## config.mk

```make
export PLATFORM = sky130hd
export DESIGN_NAME = distance_zone_led_selector_unit_flat
export DESIGN_NICKNAME = d
export VERILOG_FILES = /design/src/hdl/dzls_pkg.sv /design/src/hdl/dzls_sample_if.sv /design/src/hdl/dzls_result_if.sv /design/src/hdl/dzls_cfg_if.sv /design/src/hdl/distance_zone_led_selector_unit.sv /design/src/hdl/dzls_step.sv /design/src/flat_wrapper.sv
export SDC_FILE = /design/constraint.sdc
export NUM_CORES = 1
export LEC_CHECK = 0
export ABC_AREA = 1
export BUFFER_PORTS_ARGS = -buffer_cell sky130_fd_sc_hd__buf_2
export CORE_UTILIZATION = 60
export CTS_CLUSTER_SIZE = 14
export DETAILED_ROUTE_END_ITERATION = 10
export GPL_ROUTABILITY_DRIVEN = 0
export PLACE_DENSITY_LB_ADDON = 0.08
export SYNTH_ARGS = -nofsm -noshare
export SYNTH_HDL_FRONTEND = slang
export SYNTH_HIERARCHICAL = 1
export SYNTH_SLANG_ARGS = --single-unit
```

## constraint.sdc

```tcl
create_clock -name clk_i -period 5.25 [get_ports clk_i]
set_input_delay 1.05 -clock clk_i [delete_from_list [all_inputs] [get_ports clk_i]]
set_output_delay 1.05 -clock clk_i [all_outputs]
set_load 0.02 [all_outputs]
```

## src/hdl/dzls_pkg.sv

```systemverilog
// ----------------------------------------------------------------------------
// dzls_pkg: shared types and constants of the distance zone LED selector
// Colour codes, configuration indexes, reset values and the structs that
// move between the step logic and the top level.
// ----------------------------------------------------------------------------
`default_nettype none

package dzls_pkg;

  localparam int unsigned DistW    = 15;
  localparam int unsigned SampleW  = 16;
  localparam int unsigned TimeoutW = 16;
  localparam int unsigned TimeW    = 32;
  localparam int unsigned CfgIdxW  = 3;
  localparam int unsigned CfgDataW = 16;
  // wide enough for sample +/- band and near + band, signed
  localparam int unsigned CmpW     = 18;

  typedef enum logic [1:0] {
    COLOUR_OFF    = 2'd0,
    COLOUR_GREEN  = 2'd1,
    COLOUR_YELLOW = 2'd2,
    COLOUR_RED    = 2'd3
  } colour_e;

  typedef enum logic [CfgIdxW-1:0] {
    CFG_FAR     = 3'd0,
    CFG_MID     = 3'd1,
    CFG_NEAR    = 3'd2,
    CFG_HYST    = 3'd3,
    CFG_TIMEOUT = 3'd4
  } cfg_idx_e;

  localparam logic [DistW-1:0]    FarReset     = 15'd2000;
  localparam logic [DistW-1:0]    MidReset     = 15'd1000;
  localparam logic [DistW-1:0]    NearReset    = 15'd500;
  localparam logic [DistW-1:0]    HystReset    = 15'd50;
  localparam logic [TimeoutW-1:0] TimeoutReset = 16'd60;

  typedef struct packed {
    logic [DistW-1:0]    far_distance;
    logic [DistW-1:0]    mid_distance;
    logic [DistW-1:0]    near_distance;
    logic [DistW-1:0]    hysteresis_distance;
    logic [TimeoutW-1:0] idle_timeout;
  } cfg_t;

  typedef struct packed {
    logic [SampleW-1:0] sample_mm;
    logic               sample_valid;
    logic [TimeW-1:0]   now_seconds;
  } item_t;

  typedef struct packed {
    colour_e            colour_held;
    logic               enable_flag;
    logic [SampleW-1:0] previous_sample;
    logic [TimeW-1:0]   last_change_time;
  } state_t;

endpackage

`default_nettype wire

```

## src/hdl/dzls_sample_if.sv

```systemverilog
// ----------------------------------------------------------------------------
// dzls_sample_if: sample channel
// One distance sample with its valid flag and the current time per word.
// ----------------------------------------------------------------------------
`default_nettype none

interface dzls_sample_if;
  logic               valid;
  logic               ready;
  logic signed [15:0] sample_mm;
  logic               sample_valid;
  logic [31:0]        now_seconds;

  modport source (output valid, sample_mm, sample_valid, now_seconds, input ready);
  modport sink   (input valid, sample_mm, sample_valid, now_seconds, output ready);
endinterface

`default_nettype wire

```

## src/hdl/dzls_result_if.sv

```systemverilog
// ----------------------------------------------------------------------------
// dzls_result_if: result channel
// Ring colour and enable flag, one word per sample.
// ----------------------------------------------------------------------------
`default_nettype none

interface dzls_result_if;
  logic       valid;
  logic       ready;
  logic [1:0] led_colour;
  logic       leds_enabled;

  modport source (output valid, led_colour, leds_enabled, input ready);
  modport sink   (input valid, led_colour, leds_enabled, output ready);
endinterface

`default_nettype wire

```

## src/hdl/dzls_cfg_if.sv

```systemverilog
// ----------------------------------------------------------------------------
// dzls_cfg_if: configuration write channel
// Register index and write data per word.
// ----------------------------------------------------------------------------
`default_nettype none

interface dzls_cfg_if;
  logic        valid;
  logic        ready;
  logic [2:0]  index;
  logic [15:0] data;

  modport source (output valid, index, data, input ready);
  modport sink   (input valid, index, data, output ready);
endinterface

`default_nettype wire

```

## src/hdl/distance_zone_led_selector_unit.sv

```systemverilog
// Path: input register, then result register loaded with the state update;
//   a sample moves on once the result register is empty or drains.
// Throughput: one sample per cycle while the result side takes words; the step
//   logic is a handful of 18-bit compares and one 32-bit subtract in between.
// Reset: rst_ni clears control, colour (off), enable, stored sample, change
//   time, and loads the zone and timeout registers with their defaults.
// ----------------------------------------------------------------------------
// distance_zone_led_selector_unit: top level
// Picks a ring colour from distance zones and tracks activity to switch the
// LEDs off after an idle period. Configuration writes are taken at any time
// and are expected only while the block is idle.
// ----------------------------------------------------------------------------
`default_nettype none

module distance_zone_led_selector_unit (
  input  wire         clk_i,
  input  wire         rst_ni,
  dzls_sample_if.sink   in_i,
  dzls_result_if.source out_o,
  dzls_cfg_if.sink      cfg_i
);

  // configuration registers
  dzls_pkg::cfg_t   cfg_q;

  // input stage
  logic             in_valid_q;
  dzls_pkg::item_t  in_q;

  // result stage
  logic             out_valid_q;
  dzls_pkg::colour_e out_colour_q;
  logic             out_enabled_q;

  // block state
  dzls_pkg::state_t state_q;
  dzls_pkg::state_t state_d;

  logic             advance;
  logic             in_take;

  // Advance the held sample when the result register is empty or drains now.
  assign advance   = in_valid_q && (!out_valid_q || out_o.ready);
  // Take a new word whenever the input register is free or moves on.
  assign in_i.ready = !in_valid_q || advance;
  assign in_take    = in_i.valid && in_i.ready;

  assign cfg_i.ready = 1'b1;

  // Configuration write; drop indexes beyond the register list.
  always_ff @(posedge clk_i or negedge rst_ni) begin
    if (!rst_ni) begin
      cfg_q.far_distance        <= dzls_pkg::FarReset;
      cfg_q.mid_distance        <= dzls_pkg::MidReset;
      cfg_q.near_distance       <= dzls_pkg::NearReset;
      cfg_q.hysteresis_distance <= dzls_pkg::HystReset;
      cfg_q.idle_timeout        <= dzls_pkg::TimeoutReset;
    end else if (cfg_i.valid) begin
      unique case (cfg_i.index)
        dzls_pkg::CFG_FAR: begin
          cfg_q.far_distance <= cfg_i.data[dzls_pkg::DistW-1:0];
        end
        dzls_pkg::CFG_MID: begin
          cfg_q.mid_distance <= cfg_i.data[dzls_pkg::DistW-1:0];
        end
        dzls_pkg::CFG_NEAR: begin
          cfg_q.near_distance <= cfg_i.data[dzls_pkg::DistW-1:0];
        end
        dzls_pkg::CFG_HYST: begin
          cfg_q.hysteresis_distance <= cfg_i.data[dzls_pkg::DistW-1:0];
        end
        dzls_pkg::CFG_TIMEOUT: begin
          cfg_q.idle_timeout <= cfg_i.data[dzls_pkg::TimeoutW-1:0];
        end
        default: begin
        end
      endcase
    end
  end

  // Input register: hold the word until it advances into the step logic.
  always_ff @(posedge clk_i or negedge rst_ni) begin
    if (!rst_ni) begin
      in_valid_q <= 1'b0;
    end else if (in_i.ready) begin
      in_valid_q <= in_i.valid;
    end
  end

  always_ff @(posedge clk_i) begin
    if (in_take) begin
      in_q.sample_mm    <= in_i.sample_mm;
      in_q.sample_valid <= in_i.sample_valid;
      in_q.now_seconds  <= in_i.now_seconds;
    end
  end

  dzls_step u_step (
    .cfg_i   (cfg_q),
    .state_i (state_q),
    .item_i  (in_q),
    .state_o (state_d)
  );

  // State moves only when a sample advances, so each sample sees the state
  // left by the one before it.
  always_ff @(posedge clk_i or negedge rst_ni) begin
    if (!rst_ni) begin
      state_q.colour_held      <= dzls_pkg::COLOUR_OFF;
      state_q.enable_flag      <= 1'b0;
      state_q.previous_sample  <= '0;
      state_q.last_change_time <= '0;
    end else if (advance) begin
      state_q <= state_d;
    end
  end

  // Result register: load on advance, clear once taken.
  always_ff @(posedge clk_i or negedge rst_ni) begin
    if (!rst_ni) begin
      out_valid_q <= 1'b0;
    end else if (advance) begin
      out_valid_q <= 1'b1;
    end else if (out_o.ready) begin
      out_valid_q <= 1'b0;
    end
  end

  always_ff @(posedge clk_i) begin
    if (advance) begin
      out_colour_q  <= state_d.colour_held;
      out_enabled_q <= state_d.enable_flag;
    end
  end

  assign out_o.valid        = out_valid_q;
  assign out_o.led_colour   = out_colour_q;
  assign out_o.leds_enabled = out_enabled_q;

  // Input stalls only when a word waits behind a blocked result.
  a_stall_cause: assert property (@(posedge clk_i) disable iff (!rst_ni)
    !in_i.ready |-> (in_valid_q && out_valid_q && !out_o.ready))
    else $error("input stalled without a blocked result");

  // State holds between samples.
  a_state_hold: assert property (@(posedge clk_i) disable iff (!rst_ni)
    !advance |=> $stable(state_q))
    else $error("state changed without an advancing sample");

  // A disabled block shows no colour on the next result.
  a_off_when_disabled: assert property (@(posedge clk_i) disable iff (!rst_ni)
    (advance && !state_q.enable_flag) |=> (out_colour_q == dzls_pkg::COLOUR_OFF))
    else $error("colour shown while disabled");

  // The enable flag in the result matches the stored flag.
  a_enable_match: assert property (@(posedge clk_i) disable iff (!rst_ni)
    advance |=> (out_valid_q && (out_enabled_q == state_q.enable_flag)))
    else $error("result enable differs from stored flag");

endmodule

`default_nettype wire

```

## src/hdl/dzls_step.sv

```systemverilog
// ----------------------------------------------------------------------------
// dzls_step: next-state logic for one sample
// Zone colour choice followed by the activity and idle timeout check.
// ----------------------------------------------------------------------------
`default_nettype none

module dzls_step (
  input  dzls_pkg::cfg_t   cfg_i,
  input  dzls_pkg::state_t state_i,
  input  dzls_pkg::item_t  item_i,
  output dzls_pkg::state_t state_o
);

  localparam int unsigned CmpW = dzls_pkg::CmpW;
  localparam int unsigned ExtD = CmpW - dzls_pkg::DistW;
  localparam int unsigned ExtS = CmpW - dzls_pkg::SampleW;

  logic signed [CmpW-1:0] d;
  logic signed [CmpW-1:0] prev;
  logic signed [CmpW-1:0] far_v;
  logic signed [CmpW-1:0] mid_v;
  logic signed [CmpW-1:0] near_v;
  logic signed [CmpW-1:0] hyst_v;
  logic signed [CmpW-1:0] near_hyst;
  logic signed [CmpW-1:0] prev_lo;
  logic signed [CmpW-1:0] prev_hi;
  logic                   activity;
  logic [dzls_pkg::TimeW-1:0] elapsed;
  logic                   timed_out;

  assign d      = {{ExtS{item_i.sample_mm[dzls_pkg::SampleW-1]}}, item_i.sample_mm};
  assign prev   = {{ExtS{state_i.previous_sample[dzls_pkg::SampleW-1]}},
                   state_i.previous_sample};
  assign far_v  = {{ExtD{1'b0}}, cfg_i.far_distance};
  assign mid_v  = {{ExtD{1'b0}}, cfg_i.mid_distance};
  assign near_v = {{ExtD{1'b0}}, cfg_i.near_distance};
  assign hyst_v = {{ExtD{1'b0}}, cfg_i.hysteresis_distance};

  assign near_hyst = near_v + hyst_v;
  assign prev_lo   = prev - hyst_v;
  assign prev_hi   = prev + hyst_v;

  assign activity  = item_i.sample_valid && ((d < prev_lo) || (d > prev_hi));
  assign elapsed   = item_i.now_seconds - state_i.last_change_time;
  assign timed_out = elapsed >= {{(dzls_pkg::TimeW - dzls_pkg::TimeoutW){1'b0}},
                                 cfg_i.idle_timeout};

  always_comb begin
    state_o = state_i;

    // colour uses the enable flag from before this sample
    if (item_i.sample_valid && state_i.enable_flag) begin
      priority if ((d > far_v) || (d < 0)) begin
        state_o.colour_held = dzls_pkg::COLOUR_GREEN;
      end else if ((d < mid_v) && (d > near_hyst)) begin
        state_o.colour_held = dzls_pkg::COLOUR_YELLOW;
      end else if ((d < near_v) && (d > 0)) begin
        state_o.colour_held = dzls_pkg::COLOUR_RED;
      end else begin
        state_o.colour_held = state_i.colour_held;
      end
    end else begin
      state_o.colour_held = dzls_pkg::COLOUR_OFF;
    end

    priority if (activity) begin
      state_o.previous_sample  = item_i.sample_mm;
      state_o.last_change_time = item_i.now_seconds;
      state_o.enable_flag      = 1'b1;
    end else if (timed_out) begin
      state_o.last_change_time = item_i.now_seconds;
      state_o.enable_flag      = 1'b0;
    end else begin
      state_o.enable_flag      = state_i.enable_flag;
    end
  end

endmodule

`default_nettype wire

```

## src/flat_wrapper.sv

```systemverilog
// flat-port wrapper written by rule: the top's interface ports become plain ports
module distance_zone_led_selector_unit_flat 
  (clk_i, rst_ni, in_i_valid, in_i_sample_mm, in_i_sample_valid, in_i_now_seconds, in_i_ready, out_o_valid, out_o_led_colour, out_o_leds_enabled, out_o_ready, cfg_i_valid, cfg_i_index, cfg_i_data, cfg_i_ready);
  dzls_sample_if in_i_i ();
  dzls_result_if out_o_i ();
  dzls_cfg_if cfg_i_i ();
  input  wire clk_i;
  input  wire rst_ni;
  input wire logic [$bits(in_i_i.valid)-1:0] in_i_valid;
  input wire logic [$bits(in_i_i.sample_mm)-1:0] in_i_sample_mm;
  input wire logic [$bits(in_i_i.sample_valid)-1:0] in_i_sample_valid;
  input wire logic [$bits(in_i_i.now_seconds)-1:0] in_i_now_seconds;
  output wire logic [$bits(in_i_i.ready)-1:0] in_i_ready;
  output wire logic [$bits(out_o_i.valid)-1:0] out_o_valid;
  output wire logic [$bits(out_o_i.led_colour)-1:0] out_o_led_colour;
  output wire logic [$bits(out_o_i.leds_enabled)-1:0] out_o_leds_enabled;
  input wire logic [$bits(out_o_i.ready)-1:0] out_o_ready;
  input wire logic [$bits(cfg_i_i.valid)-1:0] cfg_i_valid;
  input wire logic [$bits(cfg_i_i.index)-1:0] cfg_i_index;
  input wire logic [$bits(cfg_i_i.data)-1:0] cfg_i_data;
  output wire logic [$bits(cfg_i_i.ready)-1:0] cfg_i_ready;
  assign in_i_i.valid = in_i_valid;
  assign in_i_i.sample_mm = in_i_sample_mm;
  assign in_i_i.sample_valid = in_i_sample_valid;
  assign in_i_i.now_seconds = in_i_now_seconds;
  assign in_i_ready = in_i_i.ready;
  assign out_o_valid = out_o_i.valid;
  assign out_o_led_colour = out_o_i.led_colour;
  assign out_o_leds_enabled = out_o_i.leds_enabled;
  assign out_o_i.ready = out_o_ready;
  assign cfg_i_i.valid = cfg_i_valid;
  assign cfg_i_i.index = cfg_i_index;
  assign cfg_i_i.data = cfg_i_data;
  assign cfg_i_ready = cfg_i_i.ready;
  distance_zone_led_selector_unit u_core (.clk_i(clk_i), .rst_ni(rst_ni), .in_i(in_i_i), .out_o(out_o_i), .cfg_i(cfg_i_i));
endmodule
```

==> metrics.md, run 1 <==
| Metric | Value |
|---|---|
| Outcome | complete, no violations |
| Root Driver | clkbuf_16 |
| Post-synth EDFFs | 52 |
| Detailed Place HPWL | 28700 um |
| Crit path required time | 5.59 ns |
| Worst slew pin tran | 1.12 ns |
| Tmin final | 4.96 ns |
| Largest net degree at the start of global routing | 106 |
| First-pass GRT wire length | 62100 um |
| Critical path arrival | 5.30 ns |
| Fraction of registers with async set/reset | 0.713 |
| Die height | 159 um |
| I/O pin cnt | 79 |
| Post-route DRC | 0 |
| Cts bufs inserted | 17 |
| Worst skew pair latency | 0.45 ns |
| Hold Buf Count CTS | 0 |
| Vias in the first global route | 12600 |
| Post-Route WL | 38800 um |
| Placed Instances | 2367 |
| Final instance area | 15900 sq um |
| Final ANT Viol Nets | 0 |
| Cell repeated most along the worst path | nand2_1 |
| Max Slew Vio Count | 0 |
| Worst-path cell chain | inv_1, fa_1, o31ai_2, nand3_1, nand2_1, a21oi_1, o21ai_0, nand3_1, nand3_1, nand2_1, ha_1, nand2_1, nor4_1, nand3_1, nand3_1, o21ai_0, nand2_1, nand2_1, nand2_4, nand3_4, nand2_1, nand2_1, nand3_1, nand2_1 |
| Clock Skew | 0.0199 ns |
| Hold Vio Cnt, Final | 0 |
| Startpoint types | flip-flop |
| Total Nets Final | 2331 |
| Slowest-stage cell, CP | dfstp_2 |
| Initial Util | 0.620 |
| Synth Area per Inst | 7.30 sq um |
| WP buf/inv | 1 |
| # setup viols final | 0 |
| Drt wl/cell | 16.2 um |
| Vias/cell | 5.66 |
| Fillers | 2070 |
| First drt pass iteration count | 6 |
| Die Wd | 159 um |
| Cell Pwr Density | 465 nW/um^2 |
| Crit Path Class | reg -> reg |
| DP Area | 15300 sq um |
| Tot GR Track Use | 0.318 |
| Fin cells | 2401 |
| Seq/Total Area, Yosys | 0.327 |
| Relative slew slack | 0.255 |
| Pleak | 8.58 nW |
| CTS H-Tree Depth | 4 |
| Initial antenna violation count | 0 |
| # clock sinks | 181 |
| Bufs on Longest Clock Path | 2 |
| CP top delay family | simple AND/OR/NAND/NOR gates |
| Setup TNS Final | 0 ns |
| CP max FO | 16 |
| Cells after synthesis | 2018 |
| Hold slack | 0.465 ns |
| Worst min path class | reg -> reg |
| Mapped Area | 14700 sq um |
| Register area | 4820 sq um |
| Top_reg_cell synth | dfrtp_1 |
| Total congestion overflow | 0 |
| Worst setup EP type | flip-flop |
| Syn-to-layout area delta | 8.08% |
| #FFs+latches synth | 181 |
| Final period util | 0.945 |
| Core area | 23800 sq um |
| DR iter-0 viols | 1236 |
| Worst-path clk slew | 0.08 ns |
| Yosys warns | 6 |
| Share of cells above drive strength 1 | 0.0922 |
| Max Fclk | 201 MHz |
| Worst ir drop on vdd | 0.249 mV |
| CTS tree | done |
| Area of the multi-input gates | 8550 sq um |
| # Max-Cap Violations | 0 |
| Die area | 25200 sq um |
| Via count | 13600 |
| Std cell rows | 56 |
| Port Buffers | 77 |
| Max stage delay on crit path | 0.61 ns |
| Post-synth cell types | 52 |
| Antenna diodes | 0 |
| Syn nets | 2280 |
-- registers in the layout (all words and copies together), names as in the netlist --
signal                     cells
u_core/cfg_q                  76
u_core/state_q                51
u_core/in_q                   49
u_core/out_o.led_colour        2
u_core/in_valid_q              1
u_core/out_o.leds_enabled      1
u_core/out_o.valid             1
-- cells by family after synthesis --
family | synth area share
xor+xnor | 0.0309
compound gates | 0.0786
fa+ha+maj | 0.163
simple gates | 0.306
buf+inv | 0.0943
flops | 0.327
other cells | 0.000255
-- Yosys cell counts, types with 17 or more instances --
library cell	count	area [sq um]
buf_2	21	105
a21oi_1	103	515
nor2_1	77	289
dfrtp_1	104	2600
nand3_1	177	886
nand2_1	680	2550
clkbuf_1	18	67.6
nor3_1	17	85.1
edfxtp_1	52	1560
dfstp_2	25	657
ha_1	185	2310
inv_1	271	1020
o21ai_0	51	255
nand4_1	51	319
xor2_1	45	394
-- worst paths after layout --
| kind | startpoint | end | cells past startpoint | slack (ns) |
|---|---|---|---|---|
| worst max register to register | u_core/cfg_q[17]$_DFFE_PN1P_ | u_core/state_q[20]$_DFFE_PN0P_ | 24 | 0.29 |
| worst max-delay path | u_core/cfg_q[17]$_DFFE_PN1P_ | u_core/state_q[20]$_DFFE_PN0P_ | 24 | 0.29 |
| min in group asynchronous | rst_ni | u_core/cfg_q[18]$_DFFE_PN0P_ | 1 | 0.77 |
| max in group asynchronous | rst_ni | u_core/cfg_q[5]$_DFFE_PN1P_ | 2 | 3.49 |
| worst min-delay path | u_core/cfg_q[55]$_DFFE_PN1P_ | u_core/cfg_q[55]$_DFFE_PN1P_ | 2 | 0.47 |
| worst min register to register | u_core/cfg_q[55]$_DFFE_PN1P_ | u_core/cfg_q[55]$_DFFE_PN1P_ | 2 | 0.47 |
-- power breakdown --
part | total, W | internal (W) | switching (W) | leakage [nW]
Clock | 0.00128 | 0.000643 | 0.000640 | 0.285
Sequential | 0.00204 | 0.00176 | 0.000279 | 2.07
Combinational | 0.00409 | 0.00149 | 0.00259 | 6.23
-- worst register-to-register path, stage by stage (launching register included) --
cell and delay, ns:
dfstp_2 0.61, inv_1 0.13, fa_1 0.49, o31ai_2 0.36, nand3_1 0.11, nand2_1 0.11, a21oi_1 0.10, o21ai_0 0.34
nand3_1 0.16, nand3_1 0.10, nand2_1 0.06, ha_1 0.29, nand2_1 0.10, nor4_1 0.29, nand3_1 0.16, nand3_1 0.13
o21ai_0 0.11, nand2_1 0.11, nand2_1 0.23, nand2_4 0.23, nand3_4 0.29, nand2_1 0.17, nand2_1 0.06, nand3_1 0.08
nand2_1 0.06
-- cell usage in the layout (no fill, tap or decap), types with 6 or more instances in the layout --
cell       synthesis  layout
nand2_1          680     678
inv_1            271     270
ha_1             185     185
nand3_1          177     177
dfrtp_1          104     103
a21oi_1          103     103
nor2_1            77      77
buf_2             21      76
edfxtp_1          52      52
nand4_1           51      51
o21ai_0           51      50
xor2_1            45      45
dfstp_2           25      25
clkbuf_16          0      17
nor3_1            17      17
nand2_2           14      15
buf_4             14      10
inv_2              7       8
nor2_2             8       8
nor4_1             8       8
xnor2_1            7       7
o21bai_1           7       7
nand3b_1           6       6
-- cell type report --
| class | count | share of cell area |
|---|---|---|
| inverter | 280 | 0.0660 |
| sequential | 181 | 0.303 |
| clock buffer | 18 | 0.0270 |
| multi-input combinational | 1500 | 0.537 |
| tap | 319 | 0.0251 |
| clock inverter | 14 | 0.00998 |
| timing repair buffer | 89 | 0.0318 |
-- per-layer routing --
layer	track usage	part of all wire	vias up
met1	0.443	0.46	6314
met5	0	0	-
met4	0.0856	0.018	0
met2	0.504	0.44	531
li1	-	-	6676
met3	0.0618	0.081	61
-- repair_timing --
item / CTS / global route
resized for setup: 0 / 5
endpoints found under the setup margin: 0 / 40
setup buffers: 0 / 1
endpoints found under the hold margin: 0 / 0
-- per-stage QoR --
| step | worst slack, ns | power [W] | util |
|---|---|---|---|
| after floorplan | 1.09 | 0.00504 | - |
| after global placement | 0.442 | 0.00589 | 0.643 |
| after detailed placement | 0.244 | 0.00603 | 0.643 |
| after CTS | 0.217 | 0.00734 | 0.668 |
| after global routing | -0.0247 | 0.00806 | 0.670 |
| final | 0.286 | 0.00741 | 0.670 |
(Power assumes the default switching activity.)
==> run 2, diff against run 1 <==
--- a/config.mk
+++ b/config.mk
@@ -7,11 +7,13 @@
 export LEC_CHECK = 0
 export ABC_AREA = 1
 export BUFFER_PORTS_ARGS = -buffer_cell sky130_fd_sc_hd__buf_2
+export CORE_ASPECT_RATIO = 0.6
 export CORE_UTILIZATION = 60
 export CTS_CLUSTER_SIZE = 14
 export DETAILED_ROUTE_END_ITERATION = 10
 export GPL_ROUTABILITY_DRIVEN = 0
 export PLACE_DENSITY_LB_ADDON = 0.08
+export REMOVE_ABC_BUFFERS = 1
 export SYNTH_ARGS = -nofsm -noshare
 export SYNTH_HDL_FRONTEND = slang
 export SYNTH_HIERARCHICAL = 1
==> metrics.md, run 2 (synthesis gave the netlist of run 1 again) <==
| Metric | Value |
|---|---|
| Cts bufs inserted | 17 (unchanged) |
| Max reg flops | 76 (unchanged) |
| FF-to-FF path depth | 24 (unchanged) |
| # clock sinks | 181 (unchanged) |
| Startpoint types | flip-flop (unchanged) |
| Detailed Place HPWL | 31900 um (was 28700 um) |
| First-pass GRT wire length | 68000 um (was 62100 um) |
| First drt pass iteration count | 6 (unchanged) |
| Tmin final | 4.89 ns (was 4.96 ns) |
| FF-to-FF setup slack | 0.36 ns (was 0.29 ns) |
| Max Fclk | 204 MHz (was 201 MHz) |
| Crit Path Class | reg -> reg (unchanged) |
| # setup viols final | 0 (unchanged) |
| CTS tree | done (unchanged) |
| Root Driver | clkbuf_16 (unchanged) |
| Syn-to-layout area delta | 7.95% (was 8.08%) |
| Slowest-stage cell, CP | dfstp_2 (unchanged) |
| Worst slew pin tran | 1.24 ns (was 1.12 ns) |
| R2r endpoint | u_core/state_q[10]$_DFFE_PN0P_ (was u_core/state_q[20]$_DFFE_PN0P_) |
| Clock Skew | 0.00755 ns (was 0.0199 ns) |
| Drt wl/cell | 18.2 um (was 16.2 um) |
| Die area | 25200 sq um (about the same) |
| Initial antenna violation count | 0 (unchanged) |
| Unrepaired setup endpoints after global routing | no |
| Placed Instances | 2363 (was 2367) |
| CP top delay family | simple AND/OR/NAND/NOR gates (unchanged) |
| Top Registers | u_core/cfg_q (76), u_core/state_q (51), u_core/in_q (49) (unchanged) |
| Die height | 123 um (was 159 um) |
| Worst ir drop on vdd | 0.261 mV (was 0.249 mV) |
| # Max-Cap Violations | 0 (unchanged) |
| Max Slew Vio Count | 0 (unchanged) |
| Die Wd | 204 um (was 159 um) |
| Max stage delay on crit path | 0.59 ns (was 0.61 ns) |
| Post-Route WL | 43700 um (was 38800 um) |
| Hold-critical path endpoint | u_core/cfg_q[2]$_DFFE_PN1P_ (was u_core/cfg_q[55]$_DFFE_PN1P_) |
| Worst setup EP type | flip-flop (unchanged) |
| Share of cells above drive strength 1 | 0.0937 (was 0.0922) |
| Fin cells | 2396 (was 2401) |
| Hold slack | 0.464 ns (was 0.465 ns) |
| Std cell rows | 43 (was 56) |
| Most common cell after layout, fill and taps aside | nand2_1 (unchanged) |
| Total Nets Final | 2330 (was 2331) |
| Cell Pwr Density | 482 nW/um^2 (was 465 nW/um^2) |
| Pleak | 8.57 nW (was 8.58 nW) |
| Vias in the first global route | 12400 (was 12600) |
| Setup TNS Final | 0 ns (unchanged) |
| Bufs on Longest Clock Path | 2 (unchanged) |
| Final period util | 0.932 (was 0.945) |
| Cell repeated most along the worst path | nand2_1 (unchanged) |
| Via count | 14000 (was 13600) |
| Commonest cells after routing, fill and taps aside | nand2_1, inv_1, ha_1 (unchanged) |
| Hold Buf Count CTS | 0 (unchanged) |
| Crit path required time | 5.65 ns (was 5.59 ns) |
| Antenna diodes | 0 (unchanged) |
| Worst flop-to-flop path startpoint | u_core/cfg_q[17]$_DFFE_PN1P_ (unchanged) |
| WP buf/inv | 2 (was 1) |
| Largest net degree at the start of global routing | 99 (was 106) |
| Critical path arrival | 5.29 ns (was 5.30 ns) |
| Core area | 23600 sq um (was 23800 sq um) |
| Worst Hold Launch | u_core/cfg_q[2]$_DFFE_PN1P_ (was u_core/cfg_q[55]$_DFFE_PN1P_) |
| Hold Path Depth | 2 (unchanged) |
| CP max FO | 18 (was 16) |
| Hold Vio Cnt, Final | 0 (unchanged) |
| Final ANT Viol Nets | 0 (unchanged) |
| Relative slew slack | 0.173 (was 0.255) |
| CTS H-Tree Depth | 4 (unchanged) |
| Port Buffers | 77 (unchanged) |
| Worst min path class | reg -> reg (unchanged) |
| I/O pin cnt | 79 (unchanged) |
| Worst skew pair latency | 0.47 ns (was 0.45 ns) |
| Worst-path clk slew | 0.07 ns (was 0.08 ns) |
| Worst-path cell chain | inv_1, fa_1, o31ai_2, nand3_1, nand2_1, a21oi_1, o21ai_0, nand3_1, nand3_1, nand2_1, ha_1, nand2_1, nor4_1, o21ai_1, nand3_1, o21ai_0, nand2_1, nand2_2, nand2_4, buf_4, nand4_1, nand2_1, nand3_1, nand2_1 (was inv_1, fa_1, o31ai_2, nand3_1, nand2_1, a21oi_1, o21ai_0, nand3_1, nand3_1, nand2_1, ha_1, nand2_1, nor4_1, nand3_1, nand3_1, o21ai_0, nand2_1, nand2_1, nand2_4, nand3_4, nand2_1, nand2_1, nand3_1, nand2_1) |
| Outcome | complete, no violations (unchanged) |
| Total congestion overflow | 0 (unchanged) |
| Top reg by flops | u_core/cfg_q (unchanged) |
| Post-route DRC | 0 (unchanged) |
| Tot GR Track Use | 0.355 (was 0.318) |
| DR iter-0 viols | 2026 (was 1236) |
| Initial Util | 0.625 (was 0.620) |
| Vias/cell | 5.85 (was 5.66) |
run 2: through the flow:
step / worst slack (ns) / util / total power [W] / area [sq um]
after floorplan: 0.506 / - / 0.00495 / 14400
after global placement: 0.391 / 0.648 / 0.00600 / 15300
after detailed placement: 0.111 / 0.648 / 0.00613 / 15300
after CTS: 0.0689 / 0.673 / 0.00746 / 15900
after global routing: 0.0389 / 0.675 / 0.00826 / 15900
final: 0.356 / 0.675 / 0.00767 / 15900
run 2: what timing repair did:
action / 4_1_cts / 5_1_grt
endpoints found under the setup margin: 0 / 50
resized for setup: 0 / 9
buffers inserted: 0 / 0
run 2: worst max-delay path by stage:
stage | from | to | slack, ns | cells past startpoint
5_1_grt | u_core/cfg_q[17]$_DFFE_PN1P_ | u_core/state_q[22]$_DFFE_PN0P_ | 0.04 | 24
2_1_floorplan | u_core/cfg_q[17]$_DFFE_PN1P_ | u_core/state_q[0]$_DFFE_PN0P_ | 0.51 | 24
3_3_place_gp | u_core/cfg_q[17]$_DFFE_PN1P_ | u_core/state_q[28]$_DFFE_PN0P_ | 0.39 | 24
6_report | u_core/cfg_q[17]$_DFFE_PN1P_ | u_core/state_q[10]$_DFFE_PN0P_ | 0.36 | 24
4_1_cts | u_core/cfg_q[16]$_DFFE_PN0P_ | u_core/state_q[20]$_DFFE_PN0P_ | 0.07 | 28
3_5_place_dp | u_core/cfg_q[16]$_DFFE_PN0P_ | u_core/state_q[20]$_DFFE_PN0P_ | 0.11 | 28
run 2: layout make-up:
class,instances,area (sq um)
clock buffer,17,425
fill,2001,7660
tap,315,394
inverter,280,1050
multi-input combinational,1500,8560
sequential,181,4820
timing repair buffer,88,487
clock inverter,15,159
run 2: layer usage:
metal,up-vias,global-route usage,wire (um)
met2,853,0.464,16400
met4,2,0.0760,420
met3,41,0.0991,6010
met5,-,0.0258,83
met1,6443,0.560,20800
li1,6671,-,-
run 2: worst min-delay path, stage by stage, from the launching register on:
cell and delay [ns]:
dfstp_2 0.37, nand2_1 0.05, nand2_1 0.04
run 2: report_power, final:
part	total [W]	leakage, nW	switching (W)	internal, W
registers	0.00204	2.07	0.000281	0.00176
logic	0.00432	6.22	0.00282	0.00150
clock network	0.00131	0.279	0.000638	0.000673
